File: src/sv/irfe_pkg.sv
// shared types, codes and timing constants of the ir remote frame encoder
`default_nettype none
package irfe_pkg;

    // protocol codes
    localparam logic [1:0] PROTO_NEC    = 2'd0;
    localparam logic [1:0] PROTO_NECEXT = 2'd1;
    localparam logic [1:0] PROTO_SAM32  = 2'd2;

    // timing in microseconds
    localparam logic [13:0] HDR_LONG_US   = 14'd9000;
    localparam logic [13:0] HDR_SHORT_US  = 14'd4500;
    localparam logic [12:0] HDR_SPACE_US  = 13'd4500;
    localparam logic [13:0] BIT_MARK_US   = 14'd560;
    localparam logic [12:0] ONE_SPACE_US  = 13'd1690;
    localparam logic [12:0] ZERO_SPACE_US = 13'd560;

    // frame layout: header, 32 bits, closing mark
    localparam int FRAME_BITS  = 32;
    localparam int FRAME_PAIRS = FRAME_BITS + 2;
    localparam int CNT_W       = $clog2(FRAME_PAIRS);
    localparam logic [CNT_W-1:0] LAST_IDX = CNT_W'(FRAME_PAIRS - 1);

    // default depth of the queue between front and back
    localparam int QUEUE_DEPTH_DEF = 2;

    // input item
    typedef struct packed {
        logic [1:0]  protocol;
        logic [15:0] address;
        logic [7:0]  command;
    } irfe_in_t;

    // result item
    typedef struct packed {
        logic [13:0] mark_us;
        logic [12:0] space_us;
        logic        last;
        logic        rejected;
    } irfe_out_t;

    // classified item waiting for the back end
    typedef struct packed {
        logic [FRAME_BITS-1:0] word;
        logic                  long_hdr;
        logic                  rejected;
    } irfe_entry_t;

endpackage
`default_nettype wire

File: src/sv/irfe_front.sv
// front end: accepts items, builds the frame word and header kind, and flags unknown protocols as rejected
`default_nettype none
module irfe_front (
    input  wire                   start,
    input  irfe_pkg::irfe_in_t    request,
    input  wire                   q_full,
    output logic                  busy,
    output logic                  push,
    output irfe_pkg::irfe_entry_t entry
);
    import irfe_pkg::*;

    logic [7:0] addr_lo;
    logic [7:0] second_byte;

    // accept while the queue has room
    assign busy = q_full;
    assign push = start && !q_full;
    assign addr_lo = request.address[7:0];

    // classify by protocol
    always_comb
    begin
        second_byte    = addr_lo;
        entry.long_hdr = 1'b1;
        entry.rejected = 1'b0;
        case (request.protocol)
            PROTO_NEC:
            begin
                second_byte = ~addr_lo;
            end
            PROTO_NECEXT:
            begin
                second_byte = request.address[15:8];
            end
            PROTO_SAM32:
            begin
                second_byte    = addr_lo;
                entry.long_hdr = 1'b0;
            end
            default:
            begin
                entry.rejected = 1'b1;
            end
        endcase
        entry.word = {~request.command, request.command, second_byte, addr_lo};
    end

endmodule
`default_nettype wire

File: src/sv/irfe_queue.sv
// small register queue between front and back end
`default_nettype none
module irfe_queue #(
    parameter int DEPTH = irfe_pkg::QUEUE_DEPTH_DEF
) (
    input  wire                   clk,
    input  wire                   rst_n,
    input  wire                   push,
    input  irfe_pkg::irfe_entry_t wr_entry,
    input  wire                   pop,
    output irfe_pkg::irfe_entry_t rd_entry,
    output logic                  full,
    output logic                  not_empty
);
    import irfe_pkg::*;

    localparam int PTR_W = $clog2(DEPTH);
    localparam int CNT_W2 = $clog2(DEPTH + 1);
    localparam logic [PTR_W-1:0] PTR_MAX = PTR_W'(DEPTH - 1);
    localparam logic [CNT_W2-1:0] CNT_FULL = CNT_W2'(DEPTH);

    irfe_entry_t       mem_reg [DEPTH];
    logic [PTR_W-1:0]  wr_ptr_reg, wr_ptr_next;
    logic [PTR_W-1:0]  rd_ptr_reg, rd_ptr_next;
    logic [CNT_W2-1:0] count_reg, count_next;

    assign full      = (count_reg == CNT_FULL);
    assign not_empty = (count_reg != '0);
    assign rd_entry  = mem_reg[rd_ptr_reg];

    // pointer and fill count update
    always_comb
    begin
        wr_ptr_next = wr_ptr_reg;
        rd_ptr_next = rd_ptr_reg;
        count_next  = count_reg;
        if (push)
        begin
            wr_ptr_next = (wr_ptr_reg == PTR_MAX) ? '0 : wr_ptr_reg + 1'b1;
        end
        if (pop)
        begin
            rd_ptr_next = (rd_ptr_reg == PTR_MAX) ? '0 : rd_ptr_reg + 1'b1;
        end
        if (push && !pop)
        begin
            count_next = count_reg + 1'b1;
        end
        else if (pop && !push)
        begin
            count_next = count_reg - 1'b1;
        end
    end

    always_ff @(posedge clk or negedge rst_n)
    begin
        if (!rst_n)
        begin
            wr_ptr_reg <= '0;
            rd_ptr_reg <= '0;
            count_reg  <= '0;
        end
        else
        begin
            wr_ptr_reg <= wr_ptr_next;
            rd_ptr_reg <= rd_ptr_next;
            count_reg  <= count_next;
        end
    end

    // storage, no reset
    always_ff @(posedge clk)
    begin
        if (push)
        begin
            mem_reg[wr_ptr_reg] <= wr_entry;
        end
    end

endmodule
`default_nettype wire

File: src/sv/irfe_back.sv
// back end: sequences header, bit and closing pairs, one item per cycle while a frame is active
`default_nettype none
module irfe_back (
    input  wire                   clk,
    input  wire                   rst_n,
    input  wire                   q_valid,
    input  irfe_pkg::irfe_entry_t q_entry,
    output logic                  pop,
    output logic                  strobe,
    output irfe_pkg::irfe_out_t   result
);
    import irfe_pkg::*;

    logic                  active_reg;
    logic [FRAME_BITS-1:0] word_reg;
    logic                  long_reg;
    logic                  rej_reg;
    logic [CNT_W-1:0]      cnt_reg;
    logic                  strobe_reg;
    irfe_out_t             pair_reg, pair_next;
    logic                  finishing;

    assign finishing = active_reg && (rej_reg || (cnt_reg == LAST_IDX));
    assign pop       = (!active_reg || finishing) && q_valid;
    assign strobe    = strobe_reg;
    assign result    = pair_reg;

    // pair for the current step
    always_comb
    begin
        pair_next.mark_us  = BIT_MARK_US;
        pair_next.space_us = word_reg[0] ? ONE_SPACE_US : ZERO_SPACE_US;
        pair_next.last     = 1'b0;
        pair_next.rejected = 1'b0;
        if (rej_reg)
        begin
            pair_next.mark_us  = '0;
            pair_next.space_us = '0;
            pair_next.last     = 1'b1;
            pair_next.rejected = 1'b1;
        end
        else if (cnt_reg == '0)
        begin
            pair_next.mark_us  = long_reg ? HDR_LONG_US : HDR_SHORT_US;
            pair_next.space_us = HDR_SPACE_US;
        end
        else if (cnt_reg == LAST_IDX)
        begin
            pair_next.space_us = '0;
            pair_next.last     = 1'b1;
        end
    end

    // sequencer control
    always_ff @(posedge clk or negedge rst_n)
    begin
        if (!rst_n)
        begin
            active_reg <= 1'b0;
            cnt_reg    <= '0;
            strobe_reg <= 1'b0;
        end
        else
        begin
            strobe_reg <= active_reg;
            if (pop)
            begin
                active_reg <= 1'b1;
                cnt_reg    <= '0;
            end
            else if (finishing)
            begin
                active_reg <= 1'b0;
            end
            else if (active_reg)
            begin
                cnt_reg <= cnt_reg + 1'b1;
            end
        end
    end

    // frame data, shifted out lsb first
    always_ff @(posedge clk)
    begin
        pair_reg <= pair_next;
        if (pop)
        begin
            word_reg <= q_entry.word;
            long_reg <= q_entry.long_hdr;
            rej_reg  <= q_entry.rejected;
        end
        else if (active_reg && (cnt_reg != '0))
        begin
            word_reg <= {1'b0, word_reg[FRAME_BITS-1:1]};
        end
    end

endmodule
`default_nettype wire

File: src/sv/ir_remote_frame_encoder.sv
// top level: infrared frame encoder, front end, queue and pair sequencer
// an accepted item passes the queue, the sequencer registers and the pair register before its first pair shows
// throughput: one pair a cycle while a frame is active; a rejected item yields a single closing pair
// the pair sequencer sets the rate; the queue lets the next item wait meanwhile
// the receiver cannot stall: each pair shows for one cycle under strobe
// reset clears the queue pointers and the sequencer; no clearing pass
`default_nettype none
module ir_remote_frame_encoder #(
    parameter int QUEUE_DEPTH = irfe_pkg::QUEUE_DEPTH_DEF
) (
    input  wire                 clk,
    input  wire                 rst_n,
    input  wire                 start,
    input  irfe_pkg::irfe_in_t  request,
    output logic                busy,
    output logic                strobe,
    output irfe_pkg::irfe_out_t result
);
    import irfe_pkg::*;

    irfe_entry_t wr_entry;
    irfe_entry_t rd_entry;
    logic        push;
    logic        pop;
    logic        q_full;
    logic        q_valid;

    irfe_front u_front (
        .start   (start),
        .request (request),
        .q_full  (q_full),
        .busy    (busy),
        .push    (push),
        .entry   (wr_entry)
    );

    irfe_queue #(
        .DEPTH (QUEUE_DEPTH)
    ) u_queue (
        .clk       (clk),
        .rst_n     (rst_n),
        .push      (push),
        .wr_entry  (wr_entry),
        .pop       (pop),
        .rd_entry  (rd_entry),
        .full      (q_full),
        .not_empty (q_valid)
    );

    irfe_back u_back (
        .clk     (clk),
        .rst_n   (rst_n),
        .q_valid (q_valid),
        .q_entry (rd_entry),
        .pop     (pop),
        .strobe  (strobe),
        .result  (result)
    );

    // a frame runs without gaps until its last pair
    a_frame_contiguous: assert property (@(posedge clk) disable iff (!rst_n)
        strobe && !result.last |=> strobe)
        else $error("gap inside a frame");

    // a rejected item is a single zero-duration closing item
    a_reject_shape: assert property (@(posedge clk) disable iff (!rst_n)
        strobe && result.rejected |->
            result.last && (result.mark_us == '0) && (result.space_us == '0))
        else $error("malformed rejected item");

    // an item that is not last after a bit mark carries a bit space
    a_bit_space: assert property (@(posedge clk) disable iff (!rst_n)
        strobe && !result.last && (result.mark_us == BIT_MARK_US) |->
            (result.space_us == ONE_SPACE_US) || (result.space_us == ZERO_SPACE_US))
        else $error("bad bit space");

    // the sequencer only pulls from a queue that holds an item
    a_pop_valid: assert property (@(posedge clk) disable iff (!rst_n)
        pop |-> q_valid)
        else $error("pop from empty queue");

endmodule
`default_nettype wire
File: config.mk
export PLATFORM = sky130hd
export DESIGN_NAME = ir_remote_frame_encoder
export DESIGN_NICKNAME = d
export VERILOG_FILES = /design/src/sv/irfe_pkg.sv /design/src/sv/irfe_front.sv /design/src/sv/irfe_queue.sv /design/src/sv/irfe_back.sv /design/src/sv/ir_remote_frame_encoder.sv
export SDC_FILE = /design/constraint.sdc
export NUM_CORES = 1
export LEC_CHECK = 0
export BUFFER_PORTS_ARGS = -buffer_cell sky130_fd_sc_hd__buf_2
export CORE_MARGIN = 1.5
export CORE_UTILIZATION = 45
export DETAILED_ROUTE_END_ITERATION = 16
export PLACE_DENSITY_LB_ADDON = 0.25
export SLEW_MARGIN = 20
export SYNTH_ARGS = -nofsm -noshare
export SYNTH_HDL_FRONTEND = slang
export SYNTH_HIERARCHICAL = 1
export SYNTH_SLANG_ARGS = --single-unit
export TNS_END_PERCENT = 30
File: constraint.sdc
create_clock -name clk -period 4.23 [get_ports clk]
set_input_delay 0.846 -clock clk [delete_from_list [all_inputs] [get_ports clk]]
set_output_delay 0.846 -clock clk [all_outputs]
set_load 0.02 [all_outputs]
==> results of run 1 <==
==> worst max path at each step <==
stage,cells past startpoint,endpoint
after floorplan,2,u_queue/mem_reg[0][0]
after global placement,6,u_back/word_reg[16]
after detailed placement,9,u_queue/count_reg[1]
after CTS,9,u_queue/count_reg[1]
after global routing,6,u_back/word_reg[0]
final,6,u_back/word_reg[17]
==> layer usage <==
layer,wire length [um],global-route usage (%),vias to the layer above
li1,-,-,1278
met1,3660,15.9,1260
met2,4030,21.9,68
met3,346,5.38,6
met4,54,6.17,0
met5,0,0,-
==> critical path, stage by stage (launching register included) <==
cell and delay, ps:
dfrtp_1 420, or2_2 360, and2_1 180, a32oi_2 810, inv_2 260, a21o_1 230
buf_4 260
==> layout make-up <==
cell class,instances,area share (%)
clock inverters,11,1.56
flip-flops and latches,127,57.4
well taps,168,3.33
multi-input cells,165,25.5
repair buffers,54,4.40
inverters,15,0.891
clock buffers,20,6.91
==> layout by cell type, fill, tap and decap left out, types with 9 or more instances in the layout <==
| master | n |
|---|---|
| inv_1 | 14 |
| mux2_1 | 29 |
| dfrtp_1 | 11 |
| nor2b_4 | 9 |
| edfxtp_1 | 102 |
| nand2_1 | 9 |
| clkbuf_16 | 17 |
| dfxtp_1 | 13 |
| buf_2 | 51 |
| mux2_4 | 29 |
==> cells by family (layout without fill, tap and decap cells) <==
kind of cell,count (synthesis),after routing,synth area share [%]
other,1,8,0.0664
DFF,127,127,64.2
xor gates and xnor gates,6,6,0.931
adders and majority gates,4,4,0.887
muxes,68,68,15.5
buffers and inverters,59,100,7.85
and+or+nand+nor,58,58,7.29
AOI/OAI and AO/OA,21,21,3.33
==> per-stage QoR <==
stage	hold slack (ps)	power (mW)
global route	317	5.30
global placement	457	3.68
detailed placement	449	3.73
CTS	307	5.07
finish	311	5.00
floorplan	359	3.48
==> report_power, final <==
part           total (mW)  internal [mW]  switching (mW)  leakage [nW]
Clock                1.32          0.846           0.473         0.265
Sequential           2.22           1.98           0.248          1.23
Combinational        1.45          0.687           0.767          1.01
==> summary.md, run 1 <==
| Metric | Value |
|---|---|
| Worst Skew | 6.88 ps |
| Status | finished clean |
| Largest net degree at the start of global routing | 36 |
| Min cycle time layout | 2830 ps |
| IO Pins | 60 |
| Post-Layout Cell Count | 560 |
| VDD IR-drop max | 0.362 mV |
| First-pass GRT wire length | 13,100 um |
| GPL Wtd Cong | 0.779 |
| Hold Crit Class | in -> async |
| Congestion Overflow GR | 0 |
| Fill count | 1,044 |
| DR DRC count | 0 |
| Initial antenna violation count | 0 |
| I/O Buffers | 51 |
| Fmax | 0.353 GHz |
| Ys Warns | 6 |
| Top cells by instance count after synthesis | edfxtp_1 (102), buf_4 (34), mux2_1 (29), mux2_4 (29), inv_1 (14) |
| Crit Path Category | reg -> reg |
| Synth Flop Type | edfxtp_1 |
| Num CTS Buffers | 17 |
| Area delta synth->final | 11.9% |
| DP Cell Count | 529 |
| Area after DPL | 0.00578 mm2 |
| Netlist cell types | 43 |
| Max-slew violations | 0 |
| Leak pwr | 2.51 nW |
| Post-Synthesis Cells | 344 |
| Final core utilization | 52.1% |
| RSZ-0062 raised after global routing | false |
| Crit Path Max Fanout | 32 |
| Core ar. | 0.0121 mm2 |
| EDFF count, synth | 102 |
| Area leader, netlist | edfxtp_1 |
| Final-report setup violation count | 0 |
| CTS Buffer Depth | 2 |
| Die area | 0.0132 mm2 |
| Postcts setup bufs | 0 |
| Mapped Area | 0.00564 mm2 |
| Drt first pass iters | 4 |
| Final worst-path setup slack | 1400 ps |
| Area contributors post-synth | edfxtp_1 (54%), mux2_4 (7.7%), mux2_1 (5.8%) |
| Via density | 4.66 |
| Total wire length | 8090 um |
| Fin. Hold Viols | 0 |
| Nets | 413 |
| Die Wd | 115 um |
| Die Ht | 115 um |
| Post-route setup TNS | 0 ps |
| Row count | 40 |
| CTS hold repair buffers | 0 |
| Crit. End Element | flop |
| # Max-Cap Violations | 0 |
| Worst-path clk slew | 50 ps |
| R2R depth | 6 |
| WL/cell | 14.5 um |
| Reg-to-reg endpoint | u_back/word_reg[17] |
| Rel. slew slack | 27.4% |
| Crit start category | flop |
| Worst-Margin Slew | 1090 ps |
| Initial Utilization | 46.6% |
| Final period util | 67.0% |
| Clk sinks | 127 |
| P per Cell Area | 791 mW/mm2 |
| Post-place setup slack | 1370 ps |
| Critical Path AT | 2950 ps |
| R2R Setup Slk | 1400 ps |
| Async S/R FF share, synth | 9.45% |
| Syn_area_per_cell | 16.4 um2 |
| Ant. Diodes | 0 |
| Worst setup path startpoint | u_queue/count_reg[0] |
| Synth Register Bits | 127 |
| Latest clock arrival within the worst-skew pair | 410 ps |
| Most numerous cell in the Yosys netlist | edfxtp_1 |
| Design area | 0.00632 mm2 |
| Cts repair resizes | 0 |
| Sequential-to-total area share from yosys stat | 64.2% |
| Layout cells sized above 1 | 37.2% |
| Final HPWL DP | 4950 um |
| Top-area cell type share of the netlist area | 54.3% |
| Root Driver | clkbuf_16 |
| Vias in the first global route | 2,658 |
| WP data required | 4350 ps |
| DRT antenna net count | 0 |
| Worst R2R Start | u_queue/count_reg[0] |
| FF/Latch Area | 0.00362 mm2 |
| GRT Overall Usage | 13.5% |
| H-Tree Level Count | 4 |
| DR iter-0 viols | 169 |
| Largest register FFs | 68 |
| Combined area of the multi-input logic cells | 0.00161 mm2 |
| CTS tree | yes |
| DR vias | 2,612 |
(Power assumes the default switching activity.)
==> run 2, diff against run 1 <==
clock period = 2.89 ns   (was 4.23 ns; I/O delays follow)
==> run 2 against run 1 <==
Combinational power is 52% higher. Via count up 1.9%. Power up 44%. Highest routed layer unchanged. Clock skew increased by 0.84 ps. Design area about the same. Largest cell class unchanged. Wire length is 1.4% lower.
==> summary.md, run 2 (synthesized netlist as in run 1, its figures left out) <==
| Metric | Value |
|---|---|
| Status | finished clean (unchanged) |
| Die area | 0.0132 mm2 (unchanged) |
| Cts repair resizes | 0 (unchanged) |
| Worst Skew | 7.72 ps (was 6.88 ps) |
| Final period util | 76.9% (was 67.0%) |
| Min cycle time layout | 2220 ps (was 2830 ps) |
| Postcts setup bufs | 0 (unchanged) |
| Pint | 5.06 mW (was 3.51 mW) |
| DRT antenna net count | 0 (unchanged) |
| Initial Utilization | 46.6% (unchanged) |
| VDD IR-drop max | 0.483 mV (was 0.362 mV) |
| CTS hold repair buffers | 0 (unchanged) |
| WL/cell | 14.2 um (was 14.5 um) |
| IO Pins | 60 (unchanged) |
| Most frequent cells in the layout | edfxtp_1 (102), buf_2 (51), mux2_1 (29), mux2_4 (29), clkbuf_16 (17) (unchanged) |
| H-Tree Level Count | 4 (unchanged) |
| Worst-path clk slew | 50 ps (about the same) |
| P per Cell Area | 1140 mW/mm2 (was 791 mW/mm2) |
| Largest net degree at the start of global routing | 35 (was 36) |
| WP data required | 3040 ps (was 4350 ps) |
| Leak pwr | 2.51 nW (about the same) |
| Crit Path Category | reg -> reg (unchanged) |
| GRT Overall Usage | 13.2% (was 13.5%) |
| Nets | 415 (was 413) |
| Worst-Margin Slew | 582 ps (was 1090 ps) |
| Initial antenna violation count | 0 (unchanged) |
| Die Ht | 115 um (unchanged) |
| I/O Buffers | 51 (unchanged) |
| RSZ-0062 raised after global routing | false (unchanged) |
| Max-slew violations | 0 (unchanged) |
| CTS Buffer Depth | 2 (unchanged) |
| Core ar. | 0.0121 mm2 (unchanged) |
| Vias in the first global route | 2,583 (was 2,658) |
| Root Driver | clkbuf_16 (unchanged) |
| DR DRC count | 0 (unchanged) |
| Fmax | 0.450 GHz (was 0.353 GHz) |
| Gate power share | 30.4% (was 29.1%) |
| Final core utilization | 52.2% (was 52.1%) |
| Total wire length | 7980 um (was 8090 um) |
| Area delta synth->final | 11.9% (about the same) |
| Die Wd | 115 um (unchanged) |
| Hold Crit Class | in -> async (unchanged) |
| GPL Wtd Cong | 0.752 (was 0.779) |
| DR iter-0 viols | 149 (was 169) |
| First-pass GRT wire length | 12,800 um (was 13,100 um) |
| Final-report setup violation count | 0 (unchanged) |
| # Max-Cap Violations | 0 (unchanged) |
| Final worst-path setup slack | 669 ps (was 1400 ps) |
| Clk sinks | 127 (unchanged) |
| Via density | 4.73 (was 4.66) |
| DP Cell Count | 531 (was 529) |
| Fill count | 1,026 (was 1,044) |
| DR vias | 2,661 (was 2,612) |
| Latest clock arrival within the worst-skew pair | 410 ps (about the same) |
| Hold slack | 41.8 ps (was 311 ps) |
| Post-Layout Cell Count | 562 (was 560) |
| Critical Path AT | 2370 ps (was 2950 ps) |
| Sequential share of power | 44.3% (was 44.5%) |
| Rel. slew slack | 61.2% (was 27.4%) |
| Net Sw Frac | 30.0% (was 29.8%) |
| CTS tree | yes (unchanged) |
| Drt first pass iters | 4 (unchanged) |
| Num CTS Buffers | 17 (unchanged) |
| Largest register FFs | 68 (unchanged) |
| Ant. Diodes | 0 (unchanged) |
| Commonest non-fill, non-tap cell in the layout | edfxtp_1 (unchanged) |
| Layout cells sized above 1 | 37.6% (was 37.2%) |
| Net Sw Power | 2.16 mW (was 1.49 mW) |
| Crit start category | flop (unchanged) |
| Fin. Hold Viols | 0 (unchanged) |
| Post-place setup slack | 660 ps (was 1370 ps) |
| Post-route setup TNS | 0 ps (unchanged) |
| Crit Path Max Fanout | 31 (was 32) |
| Final HPWL DP | 4980 um (was 4950 um) |
| Clock power share | 25.3% (was 26.4%) |
| Row count | 40 (unchanged) |
| Crit. End Element | flop (unchanged) |
| Congestion Overflow GR | 0 (unchanged) |
run 2: metrics by stage:
stage | cell area (um2) | total power, mW
4_1_cts | 6320 | 7.33
3_5_place_dp | 5810 | 5.47
5_1_grt | 6320 | 7.64
3_3_place_gp | 5810 | 5.41
2_1_floorplan | 5670 | 5.10
6_report | 6320 | 7.22
run 2: worst max-delay path, stage by stage (launching register included):
cell and delay, ps:
dfrtp_1 410, or2_2 360, and2_1 180, a32oi_2 240
buf_4 390, mux2_1 360
run 2: area by class of cell:
type | instances | area [um2] | share of cell area [%]
flip-flops and latches | 127 | 3620 | 57.4
clock buffers | 19 | 433 | 6.85
repair buffers | 56 | 305 | 4.83
well taps | 168 | 210 | 3.33
inverters | 15 | 56.3 | 0.891
multi-input cells | 165 | 1610 | 25.5
clock inverters | 12 | 77.6 | 1.23
run 2: path summary, 6_finish.rpt:
check                                     start                      to  slack [ps]  cells past startpoint
max in group asynchronous                 rst_n      u_queue/rd_ptr_reg        2620                      1
min reg2reg                  u_back/word_reg[0]        u_back/result[7]         480                      1
min                                       rst_n       u_back/cnt_reg[5]          40                      1
max reg2reg                u_queue/count_reg[0]      u_back/word_reg[0]         670                      5
min in group clk                     request[2]  u_queue/mem_reg[1][20]         370                      1
max                        u_queue/count_reg[0]      u_back/word_reg[0]         670                      5
run 2: power by group through the flow:
stage / combinational [mW] / clock (mW) / sequential [mW]
final: 2.20 / 1.83 / 3.20
after CTS: 2.25 / 1.88 / 3.20
after detailed placement: 2.24 / 0 / 3.23
after global routing: 2.41 / 1.97 / 3.27
after floorplan: 1.88 / 0 / 3.21
after global placement: 2.20 / 0 / 3.21
run 2: metal layers:
layer	GRT usage (%)	wire length (um)
met1	15.3	3520
met2	21.6	4020
met3	4.32	320
met4	7.65	130
met5	0	0
==> run 3, diff against run 2 <==
ABC_AREA = 1   (was unset)
clock period = 2.1 ns   (was 2.89 ns; I/O delays follow)
==> run 3 against run 2 <==
Core utilization grew 1.4 points. Power grew 51%. Largest cell class unchanged. Wire length grew 8.2%. First-iteration DRC count grew 54%. Via count grew 15%. Setup slack lost 350 ps. Global-route usage grew 1.5 points. Hold slack gained 160 ps.
==> summary.md, run 3 <==
| Metric | Value |
|---|---|
| Cts repair resizes | 0 (unchanged) |
| Leak pwr | 2.89 nW (was 2.51 nW) |
| GPL Wtd Cong | 0.747 (was 0.752) |
| Top-area cell type share of the netlist area | 54.7% (was 54.3%) |
| DP Cell Count | 637 (was 531) |
| Top cells by instance count after synthesis | nand2_1 (129), edfxtp_1 (102), inv_1 (44) (was edfxtp_1 (102), buf_4 (34), mux2_1 (29), mux2_4 (29), inv_1 (14)) |
| Status | finished clean (unchanged) |
| Initial Utilization | 46.4% (was 46.6%) |
| CTS hold repair buffers | 1 (was 0) |
| Max-slew violations | 0 (unchanged) |
| Latest clock arrival within the worst-skew pair | 410 ps (about the same) |
| Nets | 522 (was 415) |
| Crit. End Element | flop (unchanged) |
| GRT Overall Usage | 14.7% (was 13.2%) |
| Most numerous cell in the Yosys netlist | nand2_1 (was edfxtp_1) |
| Area contributors post-synth | edfxtp_1 (55%), nand2_1 (8.7%), mux2_4 (7.8%) (was edfxtp_1 (54%), mux2_4 (7.7%), mux2_1 (5.8%)) |
| EDFF count, synth | 102 (unchanged) |
| Synth Flop Type | edfxtp_1 (unchanged) |
| WL/cell | 12.9 um (was 14.2 um) |
| Syn_area_per_cell | 12.5 um2 (was 16.4 um2) |
| IO Pins | 60 (unchanged) |
| Via density | 4.55 (was 4.73) |
| Post-route setup TNS | 0 ps (unchanged) |
| Min cycle time layout | 1780 ps (was 2220 ps) |
| Ant. Diodes | 0 (unchanged) |
| Die area | 0.0131 mm2 (was 0.0132 mm2) |
| Num CTS Buffers | 17 (unchanged) |
| Fin. Hold Viols | 0 (unchanged) |
| Area delta synth->final | 15.4% (was 11.9%) |
| DRT antenna net count | 0 (unchanged) |
| P per Cell Area | 1690 mW/mm2 (was 1140 mW/mm2) |
| Sequential-to-total area share from yosys stat | 64.7% (was 64.2%) |
| Fmax | 0.561 GHz (was 0.450 GHz) |
| DR iter-0 viols | 229 (was 149) |
| Commonest non-fill, non-tap cell in the layout | nand2_1 (was edfxtp_1) |
| Largest net degree at the start of global routing | 35 (unchanged) |
| DR vias | 3,050 (was 2,661) |
| Worst-path clk slew | 60 ps (was 50 ps) |
| Largest register FFs | 68 (unchanged) |
| Mapped Area | 0.00560 mm2 (was 0.00564 mm2) |
| RSZ-0062 raised after global routing | false (unchanged) |
| Postcts setup bufs | 0 (unchanged) |
| VDD IR-drop max | 0.790 mV (was 0.483 mV) |
| Post-Synthesis Cells | 448 (was 344) |
| Crit Path Max Fanout | 4 (was 31) |
| Root Driver | clkbuf_16 (unchanged) |
| Tot Pwr | 10.9 mW (was 7.22 mW) |
| Drt first pass iters | 4 (unchanged) |
| Crit start category | flop (unchanged) |
| Final worst-path setup slack | 318 ps (was 669 ps) |
| Final period util | 84.8% (was 76.9%) |
| Worst Skew | 6.93 ps (was 7.72 ps) |
| Die Wd | 115 um (about the same) |
| Clk sinks | 127 (unchanged) |
| I/O Buffers | 51 (unchanged) |
| Congestion Overflow GR | 0 (unchanged) |
| Crit Path Category | reg -> reg (unchanged) |
| Area leader, netlist | edfxtp_1 (unchanged) |
| # Max-Cap Violations | 0 (unchanged) |
| Hold Crit Class | in -> reg (was in -> async) |
| Layout cells sized above 1 | 28.3% (was 37.6%) |
| H-Tree Level Count | 4 (unchanged) |
| Synth Register Bits | 127 (unchanged) |
| CTS Buffer Depth | 2 (unchanged) |
| Post-Layout Cell Count | 670 (was 562) |
| Final HPWL DP | 5580 um (was 4980 um) |
| First-pass GRT wire length | 14,400 um (was 12,800 um) |
| Die Ht | 115 um (about the same) |
| Initial antenna violation count | 0 (unchanged) |
| Critical Path AT | 2080 ps (was 2370 ps) |
| Row count | 40 (unchanged) |
| Total wire length | 8630 um (was 7980 um) |
| Ys Warns | 6 (unchanged) |
| CTS tree | yes (unchanged) |
| Netlist cell types | 27 (was 43) |
| Fill count | 1,017 (was 1,026) |
| WP data required | 2400 ps (was 3040 ps) |
| Final-report setup violation count | 0 (unchanged) |
| DR DRC count | 0 (unchanged) |
| Async S/R FF share, synth | 9.45% (unchanged) |
| Most frequent cells in the layout | nand2_1 (129), edfxtp_1 (102), buf_2 (51), inv_1 (44), mux2_4 (29) (was edfxtp_1 (102), buf_2 (51), mux2_1 (29), mux2_4 (29), clkbuf_16 (17)) |
| Post-place setup slack | 321 ps (was 660 ps) |
| Core ar. | 0.0121 mm2 (about the same) |
| Vias in the first global route | 3,062 (was 2,583) |
[run 3: cell types whose count changed after synthesis, moves of 7 or more]
cell / previous run / this run
nor2b_4: 8 / 0
and2b_4: 7 / 0
o31ai_2: 8 / 0
nand2_1: 9 / 129
mux2_1: 29 / 0
inv_1: 14 / 44
nand3_1: 2 / 23
nand2_2: 0 / 9
[run 3: per-layer routing]
layer | vias up | share of wire (%) | track usage (%)
li1 | 1522 | - | -
met1 | 1430 | 46 | 18.3
met2 | 83 | 47 | 23.5
met3 | 15 | 4.7 | 3.97
met4 | 0 | 2.3 | 8.25
met5 | - | 0 | 0
[run 3: final timing paths]
| path | start | to | slack, ps | cells after the start |
|---|---|---|---|---|
| max reg2reg | u_back/cnt_reg[1] | u_queue/count_reg[1] | 320 | 14 |
| min in group asynchronous | rst_n | u_queue/count_reg[1] | 420 | 2 |
| min reg2reg | u_back/word_reg[0] | u_back/result[7] | 430 | 1 |
| max | u_back/cnt_reg[1] | u_queue/count_reg[1] | 320 | 14 |
| min | request[1] | u_queue/mem_reg[0][19] | 210 | 1 |
| max in group asynchronous | rst_n | u_queue/rd_ptr_reg | 1440 | 2 |
[run 3: metrics by stage]
step	instance area, um2	utilization, %	hold WS, ps
global placement	5830	48.3	319
floorplan	5630	-	124
global route	6460	53.5	197
finish	6460	53.5	206
CTS	6460	53.5	186
detailed placement	5830	48.3	323
[run 3: cell families (layout without fill, tap and decap cells)]
group,after synthesis,in the layout,synth area share [%]
AO/OA/AOI/OAI,5,5,0.447
XOR/XNOR,6,6,0.939
adder cells (fa/ha/maj),4,4,0.894
buffers and inverters,91,138,10.4
flip-flops,127,127,64.7
multiplexers,34,34,8.79
other,1,8,0.0670
AND/OR/NAND/NOR,180,180,13.7
[run 3: layout make-up]
class	count	area, um2	area share (%)
Tap cell	168	210	3.26
Clock buffer	18	429	6.65
Sequential cell	127	3620	56.1
Clock inverter	14	190	2.95
Inverter	46	183	2.83
Multi-Input combinational cell	237	1420	22.0
Timing Repair Buffer	60	400	6.20
[run 3: worst max-delay path: stages (launching register included)]
cell and delay, ps:
dfrtp_1 400, inv_1 110, ha_1 150, nand2_1 50
inv_1 60, nand3_2 90, nand3_4 90, nand2_4 80
inv_6 60, inv_1 30, ha_1 290, inv_1 80
nand3_1 80, nand2_1 60, nand2_1 40
[run 3: power breakdown]
| group | total (mW) | internal, mW | switching [mW] |
|---|---|---|---|
| clock | 3.03 | 1.98 | 1.04 |
| sequential | 4.34 | 3.99 | 0.352 |
| combinational | 3.55 | 1.41 | 2.14 |
| total | 10.9 | 7.38 | 3.54 |
